$ cat src/rtl/core/txc_pkg.sv
// Shared types and constants of the text-mode console writer.
// No dependencies; every module file of the block imports it.
`default_nettype none

package txc_pkg;

  localparam int ScreenWidthDef  = 80;
  localparam int ScreenHeightDef = 25;

  localparam int CellW    = 16;
  localparam int CharW    = 8;
  localparam int ColorW   = 4;
  localparam int AttrW    = 2 * ColorW;
  localparam int RowPortW = 5;
  localparam int ColPortW = 7;
  localparam int OpW      = 2;
  localparam int CfgIdxW  = 2;
  localparam int CmdQueueDepth = 2;

  localparam logic [CharW-1:0]  NewlineCode = 8'd10;
  localparam logic [CharW-1:0]  SpaceCode   = 8'd32;
  localparam logic [ColorW-1:0] ResetFg     = 4'hF;
  localparam logic [ColorW-1:0] ResetBg     = 4'h0;
  localparam logic [CellW-1:0]  InitCell    = {ResetBg, ResetFg, SpaceCode};

  // Operation codes on the input channel
  localparam logic [OpW-1:0] OpPut   = 2'd0;
  localparam logic [OpW-1:0] OpClear = 2'd1;
  localparam logic [OpW-1:0] OpRead  = 2'd2;

  // Configuration register indexes
  localparam logic [CfgIdxW-1:0] CfgFg = 2'd0;
  localparam logic [CfgIdxW-1:0] CfgBg = 2'd1;

  typedef enum logic [2:0] {
    CMD_PUT,
    CMD_NEWLINE,
    CMD_CLEAR,
    CMD_READ,
    CMD_NOP
  } cmd_e;

  typedef struct packed {
    cmd_e                kind;
    logic [CharW-1:0]    ch;
    logic [RowPortW-1:0] row;
    logic [ColPortW-1:0] col;
    logic                rd_ok;
  } cmd_t;

endpackage

`default_nettype wire

$ cat src/rtl/core/txc_queue.sv
// Short command queue between the front end and the back end.
// Depends on txc_pkg.
`default_nettype none

module txc_queue import txc_pkg::*; (
  input  wire logic clk_i,
  input  wire logic rst_ni,
  input  wire logic push_i,
  input  wire cmd_t cmd_i,
  output logic      full_o,
  output logic      valid_o,
  input  wire logic pop_i,
  output cmd_t      cmd_o
);

  localparam int PtrW = (CmdQueueDepth > 1) ? $clog2(CmdQueueDepth) : 1;
  localparam int CntW = $clog2(CmdQueueDepth + 1);

  cmd_t            ent_q [CmdQueueDepth];
  logic [PtrW-1:0] wr_ptr_q, wr_ptr_d;
  logic [PtrW-1:0] rd_ptr_q, rd_ptr_d;
  logic [CntW-1:0] cnt_q, cnt_d;

  function automatic logic [PtrW-1:0] ptr_inc(input logic [PtrW-1:0] p);
    return (p == PtrW'(CmdQueueDepth - 1)) ? '0 : p + 1'b1;
  endfunction

  assign full_o  = (cnt_q == CntW'(CmdQueueDepth));
  assign valid_o = (cnt_q != '0);
  assign cmd_o   = ent_q[rd_ptr_q];

  always_comb begin
    wr_ptr_d = push_i ? ptr_inc(wr_ptr_q) : wr_ptr_q;
    rd_ptr_d = pop_i ? ptr_inc(rd_ptr_q) : rd_ptr_q;
    cnt_d    = cnt_q;
    if (push_i && !pop_i) begin
      cnt_d = cnt_q + 1'b1;
    end else if (pop_i && !push_i) begin
      cnt_d = cnt_q - 1'b1;
    end
  end

  always_ff @(posedge clk_i or negedge rst_ni) begin
    if (!rst_ni) begin
      wr_ptr_q <= '0;
      rd_ptr_q <= '0;
      cnt_q    <= '0;
    end else begin
      wr_ptr_q <= wr_ptr_d;
      rd_ptr_q <= rd_ptr_d;
      cnt_q    <= cnt_d;
    end
  end

  always_ff @(posedge clk_i) begin
    if (push_i) begin
      ent_q[wr_ptr_q] <= cmd_i;
    end
  end

endmodule

`default_nettype wire

$ cat config.mk
export PLATFORM = sky130hd
export DESIGN_NAME = txc_queue
export DESIGN_NICKNAME = d
export VERILOG_FILES = /design/src/rtl/core/txc_pkg.sv /design/src/rtl/core/txc_queue.sv
export SDC_FILE = /design/constraint.sdc
export NUM_CORES = 1
export LEC_CHECK = 0
export ABC_CLOCK_PERIOD_IN_PS = 5150
export BUFFER_PORTS_ARGS = -buffer_cell sky130_fd_sc_hd__buf_2
export CAP_MARGIN = 20
export CORE_ASPECT_RATIO = 1.75
export CORE_MARGIN = 3
export CORE_UTILIZATION = 50
export CTS_CLUSTER_SIZE = 8
export DETAILED_ROUTE_END_ITERATION = 7
export GPL_TIMING_DRIVEN = 0
export PLACE_DENSITY = 0.87
export SYNTH_ARGS = -nofsm -noshare
export SYNTH_HDL_FRONTEND = slang
export SYNTH_SLANG_ARGS = --single-unit
$ cat constraint.sdc
create_clock -name clk_i -period 5.15 [get_ports clk_i]
set_clock_uncertainty 0.15 [all_clocks]
set_input_delay 0.515 -clock clk_i [delete_from_list [all_inputs] [get_ports clk_i]]
set_output_delay 0.515 -clock clk_i [all_outputs]
set_load 0.05 [all_outputs]
# Yosys cells after proc, flatten, opt, wreduce, memory -nomap -nowiden
# Memories as Yosys holds them, arrays and structs flattened.
# Cells that the tools add are included.
dict set report word_totals {
  regBits 4
  ramBits 48
  in_bits 28
  memories 1
}
dict set report op_classes {
  addsub 4
  eq_ne 1
  mux 6
  n_reduce_logical 6
}
# memory words width read_ports rd_clocked_by_memory_dff wr line
set memory_table {}
lappend memory_table {ent_q 2 24 1 0 1 txc_queue.sv:19} ;# cmd_t ent_q [CmdQueueDepth];
# operator count
set ops {}
lappend ops {{$mux W1} 4}
lappend ops {{$mux W2} 2}
lappend ops {{$reduce_bool A2 Y1} 2}
lappend ops {{$add A1 B1 Y1 const B} 2}
lappend ops {{$add A2 B1 Y2 const B} 1}
lappend ops {{$eq A2 B2 Y1 const B} 1}
lappend ops {{$logic_and A1 B1 Y1} 2}
lappend ops {{$logic_not A1 Y1} 2}
lappend ops {{$sub A2 B1 Y2 const B} 1}

# Longest topological paths before layout
# Gate-level depths: netlist (run 1).
dict set report depth {
  depth_word 4
  depth_mapped 5
}

# Least setup slack after synthesis (run 1)
# Ideal clock, no wire load.
dict set report synth_timing {
  kind {in2reg}
  startpoint {input push_i}
  endpoint {memory ent_q[0][0] in the netlist's numbering (enable)}
  setup_time_ns 0.408
  t_arrival_ns 1.621
  required_ns 4.592
  setup_slack_ns 2.971
  cell_stages 1
  path_cell_list {nor2b_1}
}
dict set report synth_between {
  elab_chain_cells 2
}
# item line
set synth_lines {}
lappend synth_lines {{start: declaration} txc_queue.sv:8} ;# input wire logic push_i,
lappend synth_lines {{$mux W1} txc_queue.sv:56} ;# if (push_i) begin
lappend synth_lines {{$mux W1 (implied by the code)} txc_queue.sv:57} ;# ent_q[wr_ptr_q] <= cmd_i;
lappend synth_lines {{end: declaration} txc_queue.sv:19}
# Every way passes these cells.

==> results of run 1 <==
==> stage by stage <==
step / util / total power [uW] / cells
floorplan: - / 1200 / 91
global placement: 0.602 / 1310 / 192
detailed placement: 0.606 / 1340 / 193
CTS: 0.634 / 1580 / 202
global route: 0.638 / 1630 / 203
finish: 0.638 / 1560 / 203
==> worst max-delay path: stages (launching register included) <==
cell     delay (ps)
dfrtp_1         380
buf_6           140
buf_12          150
mux2_4          290
buf_2           210
==> per-layer routing <==
layer  vias up  track usage
met5         -            0
met4         0       0.0686
met3         8       0.0481
met2        31        0.266
met1       477        0.131
li1        469            -
==> kinds of logic (layout without fill, tap and decap cells) <==
logic type                 Yosys count  count (layout)
buffers and inverters                4              68
adders and majority gates            1               1
muxes                               24              24
DFF                                 52              52
and+or+nand+nor                      5               5
xor gates and xnor gates             5               5
==> state kept, by name (all words and copies together), names as in the netlist <==
register  cells
cnt_q         2
ent_q        48
rd_ptr_q      1
wr_ptr_q      1
==> cells in the final DEF (no fill, tap or decap) <==
master         count
and2_1             1
buf_12             2
buf_2             53
buf_6              1
buf_8              2
clkbuf_8           6
clkinvlp_4         2
dfrtp_1            4
dlygate4sd3_1      1
edfxtp_1          48
ha_1               1
inv_1              1
mux2_2             5
mux2_4            19
nor2_1             1
nor2b_1            1
nor2b_2            1
or2_2              1
xnor2_1            1
xor2_1             4
==> area by class of cell <==
| cell class | count | area (um2) | area share |
|---|---|---|---|
| Sequential cell | 52 | 1540 | 0.619 |
| Timing Repair Buffer | 56 | 305 | 0.123 |
| Tap cell | 48 | 60.1 | 0.0241 |
| Multi-Input combinational cell | 35 | 429 | 0.172 |
| Buffer | 3 | 51.3 | 0.0206 |
| Inverter | 1 | 3.75 | 0.00151 |
| Clock buffer | 6 | 82.6 | 0.0332 |
| Clock inverter | 2 | 15.0 | 0.00603 |
==> worst max-delay path by stage <==
stage                          from                     end
3_5_place_dp                 push_i  ent_q[1][22]$_DFFE_PP_
4_1_cts        rd_ptr_q$_DFFE_PN0P_                cmd_o[1]
6_report       rd_ptr_q$_DFFE_PN0P_                cmd_o[1]
2_1_floorplan                push_i   ent_q[0][0]$_DFFE_PP_
3_3_place_gp                 push_i  ent_q[0][18]$_DFFE_PP_
5_1_grt        rd_ptr_q$_DFFE_PN0P_                cmd_o[1]
==> power by group <==
part	switching (uW)	internal (uW)
combinational	478	256
sequential	31.6	564
clock	120	109
==> results.json, run 1 <==
{
  "min_from": "cmd_i[3]",
  "yosysWarningCount": 0,
  "holdBufCountCts": 1,
  "die_w_um": 54.1,
  "cts_htree_levels": 2,
  "synth_top_family_by_area": "multiplexers",
  "synthXorXnorAreaFrac": 0.0216,
  "gr-total-overflow": 0,
  "finalWorstSetupSlack_ps": 3010,
  "synth_area_per_cell_um2": 22.2,
  "ys_seq_area_frac": 0.762,
  "synth_top_area_cell": "edfxtp_1",
  "diodes": 0,
  "setup_violations": 0,
  "grt_pass1_vias": 1033,
  "portBuffers": 53,
  "routed_via_density": 4.85,
  "ant_nets": 0,
  "firstDrtPassIters": 4,
  "critPathCaptureType": "output port",
  "finalWeightedCongestion": 0.660,
  "synth_edf_count": 48,
  "nFillCells": 316,
  "drive_above_1_share": 0.594,
  "place_area_um2": 2370,
  "wl_met3_um": 174,
  "holdWs_ps": 253,
  "remaining_drc_errors": 0,
  "p_leak_uw": 0.00101,
  "grtUsageTotal": 0.146,
  "drv_cap": 0,
  "die_h_um": 90.2,
  "yosys.area_share.simple": 0.0142,
  "clock_latency_ps": 300,
  "grt_setup_unrepaired": "no",
  "worstMarginPinSlew_ps": 660,
  "worstReg2RegStart": "wr_ptr_q$_DFFE_PN0P_",
  "start_util": 0.518,
  "clock_sinks": 52,
  "dieArea_um2": 4880,
  "route.met2.wl_um": 1880,
  "r2r_cells": 2,
  "synth_compound_area_frac": 0,
  "synth_mux_area_frac": 0.169,
  "num_rows": 30,
  "cts-resized-gates": 0,
  "highest_layer": "met4",
  "pre_cts_ws_ps": 3040,
  "grt_max_degree": 25,
  "io_pins": 54,
  "hold_viol": 0,
  "hold_depth": 1,
  "cp.arrival_ps": 1470,
  "cts_tree": "yes",
  "reg2reg_slack_ps": 3490,
  "antenna_found_initial": 0,
  "finalMaxSlewViolations": 0,
  "num-nets-final": 183,
  "wl_met1_um": 978,
  "numCtsBuffers": 5,
  "cp.required_ps": 4490,
  "synth_cells": 91,
  "synthAdderAreaFrac": 0.00618,
  "slew_headroom": 0.560,
  "vias": 985,
  "ys_types": 14,
  "drt_iter0_markers": 8,
  "worstSetupPathType": "flop to output port",
  "period_needed_ps": 2140,
  "clk_pin_slew_worst_paths_ps": 90,
  "outcome": "finished clean",
  "min_path_type": "input port to flop",
  "irDropWorstVdd_mv": 0.421,
  "ys_ff_latch": 52,
  "crit_path_start_kind": "flop",
  "core_um2": 3900,
  "yosysTopAreaCellShare": 0.712,
  "tns_ps": 0,
  "clock_path_buffers": 2,
  "synth_area_leaders": "edfxtp_1 71%, mux2_4 14%, dfrtp_1 4.9%, mux2_2 2.8%, buf_12 2.0%",
  "rr_endpoint": "ent_q[1][16]$_DFFE_PP_",
  "synthTopCellsByCount": "48 x edfxtp_1, 19 x mux2_4, 5 x mux2_2",
  "max_freq_mhz": 467,
  "stdcell_area_um2": 2490,
  "min_to": "ent_q[0][3]$_DFFE_PP_",
  "synth.most_common_cell": "edfxtp_1",
  "cts_setup_buffers": 0,
  "wl_um": 3120,
  "fin_crit_sh": 0.415,
  "critPathMaxFanout": 10,
  "hpwl_um": 2340,
  "async_reset_ff_frac": 0.0769,
  "clock-root-buffer": "clkbuf_8",
  "area_growth_pct": 23.0,
  "power_density_nw_per_um2": 626,
  "netlist_area_um2": 2020,
  "synth_top_flop_cell": "edfxtp_1",
  "syn_nets": 120,
  "routedWlPerCell_um": 15.4,
  "grt_pass1_wl_um": 4860
}
(Power assumes the default switching activity.)
==> run 2: changes to the inputs <==
ABC_CLOCK_PERIOD_IN_PS = 2150   (was 5150)
clock period = 2.15 ns   (was 5.15 ns; I/O delays follow)
==> run 2 against run 1 <==
  * Utilization increased by 6.7 points
  * Cell area increased by 10%
  * Non-clock buffer count increased by 26
  * Clock power increased by 140%
  * Die area unchanged
  * First-iteration DRC count increased by 130%
  * Sequential share of layout area decreased by 5.9 points
  * Highest routed layer unchanged
==> results.json, run 2 (synthesized netlist as in run 1, its figures left out) <==
{
  "critPathMaxStageDelay_ps": 380,
  "stdcell_area_um2": 2750,
  "finalMaxSlewViolations": 0,
  "clock_latency_ps": 300,
  "finalWorstSetupSlack_ps": 306,
  "worstMarginPinSlew_ps": 644,
  "outcome": "finished clean",
  "finalWeightedCongestion": 0.660,
  "grt_pass1_wl_um": 5270,
  "irDropWorstVdd_mv": 1.01,
  "p_leak_uw": 0.00112,
  "slew_headroom": 0.571,
  "clk_pin_slew_worst_paths_ps": 90,
  "ant_nets": 0,
  "hpwl_um": 2340,
  "worstSetupPathType": "flop to output port",
  "crit_path_start": "rd_ptr_q$_DFFE_PN0P_",
  "hold_viol": 0,
  "swShare": 0.404,
  "setup_violations": 0,
  "power.switching_uw": 1530,
  "period_needed_ps": 1840,
  "clock-root-buffer": "clkbuf_8",
  "diodes": 0,
  "critPathCaptureType": "output port",
  "cp_slowest_cell": "dfrtp_1",
  "min_path_type": "input port to asynchronous set/reset pin",
  "holdBufCountCts": 27,
  "grt_pass1_vias": 1147,
  "cts_tree": "yes",
  "remaining_drc_errors": 0,
  "routed_via_density": 4.78,
  "fin_crit_sh": 0.858,
  "antenna_found_initial": 0,
  "cp.required_ps": 1780,
  "gr-total-overflow": 0,
  "num-nets-final": 209,
  "io_pins": 54,
  "num_rows": 30,
  "largest_register": "ent_q",
  "core_um2": 3900,
  "reg2reg_slack_ps": 490,
  "drt_iter0_markers": 18,
  "drive_above_1_share": 0.508,
  "fin_cells": 229,
  "die_w_um": 54.1,
  "top_regs": "ent_q x48, cnt_q x2",
  "start_util": 0.518,
  "layout_common_cells": "53 x buf_2, 48 x edfxtp_1, 27 x dlygate4sd3_1",
  "critPathMaxFanout": 10,
  "drv_cap": 0,
  "numCtsBuffers": 5,
  "comb_power_share": 0.476,
  "cts_setup_buffers": 0,
  "largest_reg_flops": 48,
  "cp_num_cells": 4,
  "area_growth_pct": 35.9,
  "power_frac_clock": 0.146,
  "power_uw": 3780,
  "cp.arrival_ps": 1480,
  "rr_endpoint": "ent_q[1][18]$_DFFE_PP_",
  "cp-endpoint": "cmd_o[2]",
  "grt_max_degree": 25,
  "vias": 1095,
  "clock_path_buffers": 2,
  "dieArea_um2": 4880,
  "path_buf_inv": 3,
  "wl_um": 3470,
  "p_int_uw": 2250,
  "tns_ps": 0,
  "power_density_nw_per_um2": 1380,
  "grt_setup_unrepaired": "no",
  "final_common_cell": "buf_2",
  "clock_sinks": 52,
  "cts_htree_levels": 2,
  "r2r_cells": 2,
  "die_h_um": 90.2,
  "place_inst": 193,
  "path_cells": "buf_6 > buf_12 > mux2_4 > buf_2",
  "place_area_um2": 2370,
  "portBuffers": 53,
  "pre_cts_ws_ps": 283,
  "cts-resized-gates": 0,
  "worstReg2RegStart": "wr_ptr_q$_DFFE_PN0P_",
  "routedWlPerCell_um": 15.1,
  "firstDrtPassIters": 4,
  "max_freq_mhz": 542,
  "power_frac_seq": 0.378,
  "crit_path_start_kind": "flop",
  "grtUsageTotal": 0.156,
  "path_delay_family": "buffers and inverters"
}
-- run 2: worst min-delay path by stage --
stage,start,end,slack (ps),cells after the start
6_report,rst_ni,cnt_q[0]$_DFFE_PN0P_,100,2
5_1_grt,rst_ni,cnt_q[0]$_DFFE_PN0P_,110,2
4_1_cts,rst_ni,cnt_q[0]$_DFFE_PN0P_,70,2
3_5_place_dp,rst_ni,cnt_q[1]$_DFFE_PN0P_,-130,1
3_3_place_gp,rst_ni,cnt_q[1]$_DFFE_PN0P_,-130,1
2_1_floorplan,rst_ni,cnt_q[0]$_DFFE_PN0P_,-230,0
-- run 2: metrics by stage --
step           hold WS (ps)   util
6_report                102  0.704
5_1_grt                 110  0.704
4_1_cts                71.9  0.700
3_5_place_dp           -127  0.606
3_3_place_gp           -133  0.602
2_1_floorplan          -231      -
-- run 2: cell type report --
class,instances,area (um2)
sequential,52,1540
fill,281,1150
clock inverter,2,15.0
timing repair buffer,82,566
tap,48,60.1
multi-input combinational,35,429
clock buffer,6,82.6
buffer,3,51.3
inverter,1,3.75
-- run 2: power groups by stage --
stage	sequential [uW]	combinational (uW)	clock (uW)
after CTS	1430	1800	577
after floorplan	1430	1450	0
after global placement	1440	1710	0
final	1430	1800	554
after detailed placement	1450	1760	0
after global routing	1450	1890	612
-- run 2: worst register-to-register path, cell delays in order, from the launching register on --
cell     delay [ps]
dfrtp_1         410
and2_1          570
buf_8           240
-- run 2: metal layers --
| metal | up-vias | track usage | part of all wire |
|---|---|---|---|
| met4 | 0 | 0.0686 | 0.025 |
| met5 | - | 0 | 0 |
| li1 | 524 | - | - |
| met2 | 34 | 0.279 | 0.62 |
| met3 | 8 | 0.0415 | 0.043 |
| met1 | 529 | 0.159 | 0.31 |
